$ cat src/hdl/tbd_pkg.sv
// Package for the trail blur and decay core: beat structs, state codes,
// register indexes and fixed-point constants. No dependencies.
package tbd_pkg;

    // Default map limits, handed to the top-level parameters.
    localparam int DEF_MAX_WIDTH  = 256;
    localparam int DEF_MAX_HEIGHT = 256;

    // Configuration port geometry.
    localparam int CFG_IW = 3;
    localparam int CFG_DW = 16;

    // Register indexes on the configuration port.
    localparam logic [CFG_IW-1:0] CFG_MAP_WIDTH    = 3'd0;
    localparam logic [CFG_IW-1:0] CFG_MAP_HEIGHT   = 3'd1;
    localparam logic [CFG_IW-1:0] CFG_BLUR_WEIGHT  = 3'd2;
    localparam logic [CFG_IW-1:0] CFG_DECAY_AMOUNT = 3'd3;
    localparam logic [CFG_IW-1:0] CFG_RED_GAIN     = 3'd4;
    localparam logic [CFG_IW-1:0] CFG_GREEN_GAIN   = 3'd5;
    localparam logic [CFG_IW-1:0] CFG_BLUE_GAIN    = 3'd6;

    // Input opcodes.
    localparam logic OP_LOAD    = 1'b0;
    localparam logic OP_COMPUTE = 1'b1;

    // Q1.15 one.
    localparam logic [15:0] Q_ONE = 16'h8000;

    // Shared multiply-accumulate unit geometry.
    localparam int MAC_W = 19;
    localparam int ACC_W = 2 * MAC_W;

    // floor(sum / 9) == (sum * RECIP9) >> RECIP9_SHIFT for every sum of nine levels.
    localparam logic [MAC_W-1:0] RECIP9       = 19'd466034;
    localparam int               RECIP9_SHIFT = 22;

    // One input beat.
    typedef struct packed {
        logic        opcode;
        logic [7:0]  pixel_x;
        logic [7:0]  pixel_y;
        logic [15:0] load_level;
    } t_in_item;

    // One result beat.
    typedef struct packed {
        logic [15:0] level_out;
        logic [15:0] red_out;
        logic [15:0] green_out;
        logic [15:0] blue_out;
        logic        range_error;
    } t_out_item;

    // Control of the shared multiply-accumulate unit.
    typedef struct packed {
        logic en;
        logic clr;
    } t_mac_ctl;

    // Sequencer states.
    typedef enum logic [3:0] {
        S_IDLE,
        S_READ,
        S_DIV,
        S_BLEND_C,
        S_BLEND_A,
        S_DECAY,
        S_RED,
        S_GREEN,
        S_BLUE,
        S_DONE
    } t_state;

endpackage

$ cat src/hdl/tbd_mac.sv
// Shared multiply-accumulate unit: one multiplier and one adder into a register.
// Depends on tbd_pkg for widths and the control struct.
module tbd_mac (
    input  logic                      i_clk,
    input  tbd_pkg::t_mac_ctl         i_ctl,
    input  logic [tbd_pkg::MAC_W-1:0] i_a,
    input  logic [tbd_pkg::MAC_W-1:0] i_b,
    output logic [tbd_pkg::ACC_W-1:0] o_acc
);

    logic [tbd_pkg::ACC_W-1:0] r_acc;
    logic [tbd_pkg::ACC_W-1:0] prod;

    assign prod = i_a * i_b;

    // Clear starts a new sum with the current product.
    always_ff @(posedge i_clk) begin
        if (i_ctl.en) begin
            r_acc <= (i_ctl.clr ? '0 : r_acc) + prod;
        end
    end

    assign o_acc = r_acc;

endmodule

$ cat config.mk
export PLATFORM = sky130hd
export DESIGN_NAME = tbd_mac
export DESIGN_NICKNAME = d
export VERILOG_FILES = /design/src/hdl/tbd_pkg.sv /design/src/hdl/tbd_mac.sv
export SDC_FILE = /design/constraint.sdc
export NUM_CORES = 1
export LEC_CHECK = 0
export ABC_CLOCK_PERIOD_IN_PS = 15900
export BUFFER_PORTS_ARGS = -buffer_cell sky130_fd_sc_hd__buf_2
export CORE_UTILIZATION = 40
export CTS_CLUSTER_SIZE = 10
export DETAILED_ROUTE_END_ITERATION = 6
export PLACE_DENSITY = 0.61
export SLEW_MARGIN = 15
export SYNTH_ARGS = -nofsm -noshare
export SYNTH_HDL_FRONTEND = slang
export SYNTH_SLANG_ARGS = --single-unit
export TNS_END_PERCENT = 30
$ cat constraint.sdc
create_clock -name i_clk -period 15.9 [get_ports i_clk]
set_input_delay 3.18 -clock i_clk [delete_from_list [all_inputs] [get_ports i_clk]]
set_output_delay 3.18 -clock i_clk [all_outputs]
set_load 0.02 [all_outputs]
==> results of run 1 <==
## worst max-delay path, cell delays in order
cell	delay (ps)
buf_2	360
and2_1	220
fa_1	440
fa_1	510
inv_1	50
fa_1	470
inv_1	50
fa_1	500
inv_1	60
fa_1	530
inv_1	50
fa_1	530
inv_1	70
fa_1	480
inv_1	40
ha_1	390
nand2_1	130
nor2_1	150
nand4_1	160
a2111oi_2	450
nor2_1	220
o31ai_2	240
xor2_1	100
## routing by layer
metal	vias to the layer above	GRT usage	share of wire
li1	4688	-	-
met1	5225	0.300	0.47
met2	235	0.340	0.47
met3	38	0.0225	0.046
met4	0	0.0548	0.020
met5	-	0	0
## area by class of cell
cell class	instances	area share
tap	461	0.0376
antenna	1	0.000163
clock inverter	1	0.00196
clock buffer	7	0.00864
sequential	38	0.0743
inverter	408	0.0997
timing repair buffer	78	0.0254
multi-input combinational	1077	0.752
## layout by cell type (no fill, tap or decap), types with 3 or more instances in the layout
| master | netlist | layout |
|---|---|---|
| nand3_1 | 6 | 6 |
| inv_1 | 408 | 408 |
| a21oi_2 | 4 | 4 |
| nand2b_1 | 29 | 29 |
| clkbuf_16 | 0 | 5 |
| nand4_1 | 13 | 13 |
| o21ai_0 | 18 | 18 |
| fa_1 | 321 | 321 |
| o21a_1 | 7 | 7 |
| a31oi_1 | 5 | 5 |
| o21bai_1 | 7 | 7 |
| ha_1 | 130 | 130 |
| nor3_1 | 3 | 3 |
| xor2_1 | 16 | 16 |
| o211ai_1 | 3 | 3 |
| a21oi_1 | 41 | 41 |
| and2_1 | 190 | 190 |
| buf_2 | 6 | 78 |
| nor2b_1 | 12 | 12 |
| a21o_1 | 8 | 8 |
| xnor2_1 | 24 | 24 |
| nor2_1 | 15 | 15 |
| and3_1 | 5 | 5 |
| nand2_1 | 201 | 201 |
| edfxtp_1 | 38 | 38 |
## kinds of logic (layout without fill, tap and decap cells)
group           Yosys count  after routing  synth area share
xor+xnor                 40             40            0.0242
buf+inv                 474            494             0.124
other cells               0              1                 0
flops                    38             38            0.0788
mux                       1              1          0.000691
simple gates            475            475             0.167
compound gates          110            110            0.0494
fa+ha+maj               451            451             0.556
## stage by stage
step	std cells	hold slack, ps	worst slack (ps)
detailed placement	2062	681	6220
global route	2070	743	6200
finish	2071	700	6530
global placement	2062	671	6260
floorplan	1589	809	6650
CTS	2070	702	6510
## how the worst max path moves through the flow
| stage | to | slack, ps | depth (start not counted) |
|---|---|---|---|
| 3_5_place_dp | o_acc[34] | 6220 | 22 |
| 2_1_floorplan | o_acc[30] | 6650 | 24 |
| 5_1_grt | o_acc[37] | 6200 | 23 |
| 3_3_place_gp | o_acc[34] | 6260 | 22 |
| 6_report | o_acc[33] | 6530 | 23 |
| 4_1_cts | o_acc[34] | 6510 | 22 |
## synthesized netlist by cell type (all sizes together), types with 12 or more instances
| master | instances | area share |
|---|---|---|
| nor2b | 12 | 0.0052 |
| xnor2 | 24 | 0.015 |
| inv | 408 | 0.11 |
| and2 | 190 | 0.082 |
| o21ai | 20 | 0.0072 |
| nand2b | 29 | 0.013 |
| nand2 | 201 | 0.052 |
| xor2 | 16 | 0.0097 |
| a21oi | 45 | 0.017 |
| fa | 321 | 0.44 |
| edfxtp | 38 | 0.079 |
| nand4 | 13 | 0.0056 |
| nor2 | 15 | 0.0039 |
| ha | 130 | 0.11 |
| clkbuf | 58 | 0.015 |
==> run summary, run 1 <==
IO Pins - 79
Hold_buf cts - 0
Worst Path Required - 15,940 ps
RSZ-0062 raised after global routing - no
Deepest clock path buffer count - 2
Fill count - 3,545
Antenna Nets Post-Route - 0
Slew Limit Fails - 0
Worst slew pin tran - 945 ps
Antenna violations before repair - 0
Port buffer count - 78
HPWL after DPL - 28,700 um
Max reg flops - 38
Crit. End Element - register
Initial Utilization - 0.407
Final core occ - 0.432
Clock Root Buffer - clkbuf_16
Via/cell ratio - 4.92
#FFs+latches synth - 38
Final Skew - 5.72 ps
Die X - 192 um
Grt ovf - 0
Routed wire length - 35,700 um
Initial DRC count - 396
Syn_area_per_cell - 9.12 sq um
Storage element area - 1140 sq um
Hold Vio Cnt, Final - 0
Final Cycle Share - 0.589
Min-Delay Path Class - reg2reg
Area grow syn2layout - 5.99%
Row Count - 69
Mapped Area - 14,500 sq um
Register area share after synthesis - 0.0788
Hold path startpoint - o_acc[0]
WHS Path Cells - 2
DIE HEIGHT - 192 um
CTS tree - built
Total Routing Usage GR - 0.210
Setup Fix Bufs, Post-CTS - 0
Largest net degree at the start of global routing - 39
Num CTS Buffers - 5
Cell area after layout - 15,400 sq um
CP Launch Type - input pin
Later-pin clock latency in the skew report - 290 ps
Post_cts resized - 0
EDFF count, synth - 38
Mean routed wirelength per cell - 17.3 um
Placed Area - 15,200 sq um
Synth unique cells - 45
First-pass GRT wire length - 60,100 um
Via count of the routed design - 10,200
Reg2reg start - o_acc[1]
Asr flop ratio synth - 0
Worst Hold Path EP - o_acc[0]
CP max FO - 19
R2R setup slack - 12,570 ps
Crit. Startpoint - i_a[8]
Status - completed
Net count reported at finish - 2,100
Endpoints failing setup - 0
Syn Nets - 2,081
Post-synth top flop - edfxtp_1
Relative slew slack - 0.370
Reg clk slew, reported paths - 60 ps
Worst Reg-to-Reg Cells - 11
Core area - 35,600 sq um
RePlAce Congestion - 0.868
Fmax - 107 MHz
Die area - 37,000 sq um
Mapped Cells - 1,589
Clock Sinks - 38
Residual DRC count - 0
Layout cell share with drive strength beyond 1 - 0.0597
Setup CP Type - in2reg
CP arrival - 9410 ps
Vias in the first global route - 11,300
Max cap viols - 0
Sum of negative setup slack - 0 ps
YS warnings - 0
Worst reg2reg endpoint - o_acc[37]
DR pass1 iterations - 4
Multi-input combinational cell area - 11,500 sq um
Crit path time final - 9370 ps
H-tree Lvls - 2
Power of run 1 is left out: the tool's default activity adds up to more than one toggle a clock period on the data nets, which glitch-free logic cannot reach.
==> run 2, diff against run 1 <==
--- a/config.mk
+++ b/config.mk
@@ -5,12 +5,13 @@
 export SDC_FILE = /design/constraint.sdc
 export NUM_CORES = 1
 export LEC_CHECK = 0
-export ABC_CLOCK_PERIOD_IN_PS = 15900
+export ABC_AREA = 1
+export ABC_CLOCK_PERIOD_IN_PS = 7900
 export BUFFER_PORTS_ARGS = -buffer_cell sky130_fd_sc_hd__buf_2
 export CORE_UTILIZATION = 40
 export CTS_CLUSTER_SIZE = 10
 export DETAILED_ROUTE_END_ITERATION = 6
-export PLACE_DENSITY = 0.61
+export PLACE_DENSITY = 0.63
 export SLEW_MARGIN = 15
 export SYNTH_ARGS = -nofsm -noshare
 export SYNTH_HDL_FRONTEND = slang
==> constraint.sdc (replaced) <==
create_clock -name i_clk -period 7.9 [get_ports i_clk]
set_input_delay 1.58 -clock i_clk [delete_from_list [all_inputs] [get_ports i_clk]]
set_output_delay 1.58 -clock i_clk [all_outputs]
set_load 0.02 [all_outputs]
==> run 2 against run 1 <==
  * Utilization hardly changed
  * Hold slack worse by 1.1 ps
  * Design area is 6.4% higher
  * Final cell count is 24% higher
  * Die area is 6.4% higher
  * Clock skew is 1.5 ps higher
  * Largest cell class unchanged
==> run summary, run 2 <==
Status - completed
Syn Nets - 2,549 (+22%)
Residual DRC count - 0 (unchanged)
CP arrival - 7410 ps (-2000 ps)
Top cell type's share of synthesized area - 0.417 (-0.0271)
Antenna Nets Post-Route - 0 (unchanged)
Die area - 39,400 sq um (+6.4%)
Grt ovf - 0 (unchanged)
Sum of negative setup slack - 0 ps (unchanged)
R2R setup slack - 5130 ps (-7440 ps)
Initial DRC count - 737 (+86%)
CTS tree - built
RSZ-0062 raised after global routing - no
Reg2reg start - o_acc[17]
Min-Delay Path Class - reg2reg
Post_cts resized - 0 (unchanged)
Worst slew pin tran - 1010 ps (+69.1 ps)
Setup Fix Bufs, Post-CTS - 0 (unchanged)
Mapped Cells - 2,057 (+29%)
Via count of the routed design - 11,900 (+17%)
Area grow syn2layout - 5.93% (about the same)
Worst reg2reg endpoint - o_acc[37]
Total Routing Usage GR - 0.218 (+0.00744)
RePlAce Congestion - 0.900 (+3.6%)
Layout cell share with drive strength beyond 1 - 0.0552 (-0.00449)
Commonest non-fill, non-tap cell in the layout - inv_1
DR pass1 iterations - 5 (+1)
Core area - 37,800 sq um (+6.4%)
Via/cell ratio - 4.61 (-6.3%)
Hold Vio Cnt, Final - 0 (unchanged)
Slew Limit Fails - 0 (unchanged)
Routed wire length - 39,200 um (+9.6%)
Initial Utilization - 0.408 (+0.000451)
Later-pin clock latency in the skew report - 300 ps (about the same)
Fmax - 136 MHz
Worst Reg-to-Reg Cells - 13 (+2)
Endpoints failing setup - 0 (unchanged)
CP most frequent cell - fa_1
HPWL after DPL - 32,400 um (+13%)
#FFs+latches synth - 38 (unchanged)
Reg clk slew, reported paths - 60 ps (about the same)
Clock Sinks - 38 (unchanged)
Critical path's top delay family - adder cells
DIE HEIGHT - 198 um (+3.2%)
Mean routed wirelength per cell - 15.2 um (-12%)
Max cap viols - 0 (unchanged)
Num CTS Buffers - 5 (unchanged)
Relative slew slack - 0.324 (-0.0461)
Worst path max stage delay - 560 ps (+30 ps)
EDFF count, synth - 38 (unchanged)
Net count reported at finish - 2,557 (+22%)
Buf/Inv on CP - 7 (unchanged)
Worst Path Required - 7950 ps (-7990 ps)
Final Skew - 7.26 ps (+1.54 ps)
H-tree Lvls - 2 (unchanged)
First-pass GRT wire length - 66,600 um (+11%)
Clock Root Buffer - clkbuf_16
IO Pins - 79 (unchanged)
YS warnings - 0 (unchanged)
Syn_area_per_cell - 7.50 sq um (-18%)
Final Cycle Share - 0.931
Die X - 198 um (+3.2%)
Fill count - 3,893 (+9.8%)
Critical Path Slowest Stage Cell - fa_1
Row Count - 71 (+2.9%)
Port buffer count - 78 (unchanged)
Largest net degree at the start of global routing - 39 (unchanged)
CP max FO - 19 (unchanged)
Vias in the first global route - 12,900 (+14%)
Hold_buf cts - 0 (unchanged)
CP Launch Type - input pin
Antenna violations before repair - 1 (+1)
Top cells by area, synth - fa_1, inv_1, nand2_1
Asr flop ratio synth - 0 (unchanged)
Most frequent cell after synthesis - inv_1
Synth unique cells - 28 (-38%)
Most frequent cells in the layout - inv_1, nand2_1, fa_1
Setup CP Type - in2reg
Crit. End Element - register
Deepest clock path buffer count - 2 (unchanged)
Yosys top cell by area - fa_1
WHS Path Cells - 3 (+1)
Max reg flops - 38 (unchanged)
Commonest cells post-synth - inv_1, nand2_1, fa_1, ha_1, nor2_1
Register area share after synthesis - 0.0740 (-0.00482)
Post-synth top flop - edfxtp_1
CP Cell Sequence - buf_2, nand2_1, fa_1, inv_1, fa_1, inv_1, fa_1, inv_1, fa_1, fa_1, fa_1, inv_1, fa_1, inv_1, ha_1, nand2_1, inv_1, nand2_1, nor2_1, nand4_1, nand3_2, nand2_1, nand3_1, nand2_1
Worst Hold Path EP - o_acc[0]
Crit path time final - 7350 ps
Mapped Area - 15,400 sq um (+6.5%)
Hold path startpoint - o_acc[0]
## run 2: cell count changes after synthesis, moves of 13 or more
cell | before | now
buf_1 | 1 | 27
and2_1 | 190 | 1
nand2_1 | 201 | 594
xnor2_1 | 24 | 5
nand2_2 | 0 | 13
nand3_1 | 6 | 20
inv_1 | 408 | 700
nor2_1 | 15 | 60
nand2b_1 | 29 | 0
## run 2: worst max path at each step
stage | from | endpoint | depth (start not counted)
floorplan | i_b[2] | o_acc[33] | 28
global placement | i_b[10] | o_acc[37] | 24
detailed placement | i_a[7] | o_acc[37] | 24
CTS | i_b[10] | o_acc[37] | 24
global route | i_b[10] | o_acc[29] | 24
finish | i_b[10] | o_acc[37] | 24
## run 2: logic make-up (layout without fill, tap and decap cells)
logic type | Yosys count | after routing | share of synthesized area
AOI/OAI and AO/OA | 50 | 50 | 0.0170
xor gates and xnor gates | 23 | 23 | 0.0131
adders and majority gates | 451 | 451 | 0.522
buffers and inverters | 780 | 789 | 0.190
DFF | 38 | 38 | 0.0740
other | 0 | 1 | 0
and+or+nand+nor | 715 | 715 | 0.184
## run 2: area by class of cell
class,instances,area (sq um),share of cell area
Timing Repair Buffer,81,413,0.0253
Multi-Input combinational cell,1239,11400,0.695
Clock inverter,1,30.0,0.00184
Inverter,700,2630,0.161
Sequential cell,38,1140,0.0698
Antenna cell,1,2.50,0.000153
Tap cell,511,639,0.0391
Clock buffer,7,133,0.00812
## run 2: worst register-to-register path, delay by kind of cell, from the launching register on
family | cells | cell delay (ps)
flops | 1 | 420
simple gates | 9 | 1030
fa+ha+maj | 2 | 970
buf+inv | 2 | 120
## run 2: routing by layer
layer	routed length [um]	vias to the layer above	global-route usage
li1	-	5695	-
met5	0	-	0
met3	2160	43	0.0293
met2	18600	288	0.369
met1	17600	5861	0.291
met4	827	0	0.0589
## run 2: through the flow
| stage | hold slack (ps) | cells | cell area (sq um) | utilization | worst slack [ps] |
|---|---|---|---|---|---|
| floorplan | 796 | 2057 | 15400 | - | 656 |
| global placement | 660 | 2569 | 16200 | 0.427 | 288 |
| detailed placement | 682 | 2569 | 16200 | 0.427 | 262 |
| CTS | 703 | 2577 | 16300 | 0.432 | 547 |
| global route | 726 | 2578 | 16300 | 0.432 | 241 |
| finish | 699 | 2578 | 16300 | 0.432 | 548 |
Power of run 2 is left out for the same reason.
==> run 3, diff against run 2 <==
--- a/config.mk
+++ b/config.mk
@@ -8,6 +8,7 @@
 export ABC_AREA = 1
 export ABC_CLOCK_PERIOD_IN_PS = 7900
 export BUFFER_PORTS_ARGS = -buffer_cell sky130_fd_sc_hd__buf_2
+export CORE_MARGIN = 4
 export CORE_UTILIZATION = 40
 export CTS_CLUSTER_SIZE = 10
 export DETAILED_ROUTE_END_ITERATION = 6
==> run 3 against run 2 <==
  * Worst setup slack lost 36 ps
  * Utilization grew 0.083 points
  * Via count is 1.1% higher
  * Final cell count stayed put
  * First-iteration DRC count is 11% higher
  * Critical endpoint unchanged
  * Largest cell class unchanged
==> run summary, run 3 (synthesis results as in run 2) <==
Status - completed
Crit path time final - 7390 ps (+36.5 ps)
Net count reported at finish - 2,558 (+0.039%)
First-pass GRT wire length - 66,000 um (-0.79%)
Worst Hold Path EP - o_acc[0]
Vias in the first global route - 12,800 (-0.96%)
Sum of negative setup slack - 0 ps (unchanged)
CP Cell Sequence - buf_2, nand2_1, fa_1, inv_1, fa_1, inv_1, fa_1, inv_1, fa_1, fa_1, fa_1, inv_1, fa_1, inv_1, ha_1, nand2_1, inv_1, nand2_1, nor2_1, nand4_1, nand3_2, nand2_1, nand3_1, nand2_1
CTS tree - built
DIE HEIGHT - 204 um (+3.0%)
Core area - 37,800 sq um (unchanged)
Hold path startpoint - o_acc[0]
Fmax - 135 MHz (-0.49%)
Min-Delay Path Class - reg2reg
Port buffer count - 78 (unchanged)
Layout cell share with drive strength beyond 1 - 0.0561 (+0.000941)
Num CTS Buffers - 5 (unchanged)
Relative slew slack - 0.280 (-0.0437)
Antenna Nets Post-Route - 0 (unchanged)
Worst Reg-to-Reg Cells - 13 (unchanged)
Critical path's top delay family - adder cells
Initial DRC count - 821 (+11%)
Reg clk slew, reported paths - 70 ps (about the same)
Highest Signal Layer - met4
CP max FO - 19 (unchanged)
Crit. End Element - register
Grt ovf - 0 (unchanged)
Worst slew pin tran - 1080 ps (+64.3 ps)
RePlAce Congestion - 0.884 (-1.8%)
Via count of the routed design - 12,000 (+1.1%)
Final Skew - 4.80 ps (-2.47 ps)
WL met1 - 17,700 um (+0.96%)
Hold_buf cts - 0 (unchanged)
Reg2reg start - o_acc[17]
IO Pins - 79 (unchanged)
CP most frequent cell - fa_1
CP arrival - 7440 ps (+30 ps)
Ant diodes - 0 (-1)
Commonest non-fill, non-tap cell in the layout - inv_1
Final core occ - 0.433 (+0.000826)
Largest net degree at the start of global routing - 39 (unchanged)
Initial Utilization - 0.408 (unchanged)
Endpoints failing setup - 0 (unchanged)
Residual DRC count - 0 (unchanged)
Most frequent cells in the layout - inv_1, nand2_1, fa_1
Die X - 204 um (+3.0%)
WHS Path Cells - 3 (unchanged)
Mean routed wirelength per cell - 15.3 um (+0.70%)
Worst Path Required - 7950 ps (about the same)
Via/cell ratio - 4.66 (+1.1%)
Worst reg2reg endpoint - o_acc[37]
Slew Limit Fails - 0 (unchanged)
DR pass1 iterations - 6 (+1)
H-tree Lvls - 2 (unchanged)
Setup CP Type - in2reg
Area grow syn2layout - 6.13%
Clock Root Buffer - clkbuf_16
Routed wire length - 39,400 um (+0.70%)
Later-pin clock latency in the skew report - 290 ps (about the same)
Max cap viols - 0 (unchanged)
CP Launch Type - input pin
Total Routing Usage GR - 0.198 (-0.0201)
Critical Path Slowest Stage Cell - fa_1
Routed wl met3 - 2050 um (-5.0%)
Worst path max stage delay - 570 ps (about the same)
Row Count - 71 (unchanged)
Setup Fix Bufs, Post-CTS - 0 (unchanged)
Buf/Inv on CP - 7 (unchanged)
RSZ-0062 raised after global routing - no
Post_cts resized - 0 (unchanged)
Die area - 41,800 sq um (+6.1%)
Final Cycle Share - 0.935 (+0.00461)
Clock Sinks - 38 (unchanged)
Max reg flops - 38 (unchanged)
WL met2 - 18,800 um (+1.1%)
Hold Vio Cnt, Final - 0 (unchanged)
Antenna violations before repair - 0 (-1)
HPWL after DPL - 32,900 um (+1.7%)
Deepest clock path buffer count - 2 (unchanged)
R2R setup slack - 5110 ps (-20 ps)
## run 3: cell count changes in the layout (fill, tap and decap cells not counted)
cell / before / now
clkbuf_1: 2 / 0
clkinv_1: 0 / 1
bufinv_16: 1 / 2
diode_2: 1 / 0
buf_4: 3 / 4
## run 3: worst max path at each step
stage / start / to / cells after the start
after floorplan: i_b[2] / o_acc[33] / 28
after global placement: i_b[10] / o_acc[37] / 24
after detailed placement: i_a[7] / o_acc[37] / 24
after CTS: i_a[7] / o_acc[37] / 24
after global routing: i_a[7] / o_acc[37] / 25
final: i_b[10] / o_acc[37] / 24
## run 3: through the flow
step	cell area (sq um)	hold WS [ps]	worst slack, ps	instances
2_1_floorplan	15400	796	656	2057
3_3_place_gp	16200	660	287	2570
3_5_place_dp	16200	679	278	2570
4_1_cts	16400	703	577	2578
5_1_grt	16400	768	255	2578
6_report	16400	699	512	2578
## run 3: final cells by class
| class | count | area, sq um |
|---|---|---|
| flip-flops and latches | 38 | 1140 |
| inverters | 700 | 2630 |
| repair buffers | 82 | 420 |
| clock inverters | 3 | 63.8 |
| clock buffers | 5 | 125 |
| multi-input cells | 1239 | 11400 |
| fillers | 3886 | 21500 |
| well taps | 511 | 639 |
## run 3: worst register-to-register path, cell delays in order (launching register included)
cell and delay (ps):
edfxtp_1 420, nand2_1 110, fa_1 590, inv_1 50, ha_1 370, nand2_1 110
inv_1 60, nand2_1 120, nor2_1 180, nand4_1 160, nand3_2 170, nand2_1 90
nand3_1 80, nand2_1 60
## run 3: metal layers
layer  global-route usage  vias to the layer above
li1                     -                     5686
met5                    0                        -
met3               0.0213                       48
met2                0.333                      345
met1                0.276                     5936
met4               0.0474                        0
Power of run 3 is left out for the same reason.
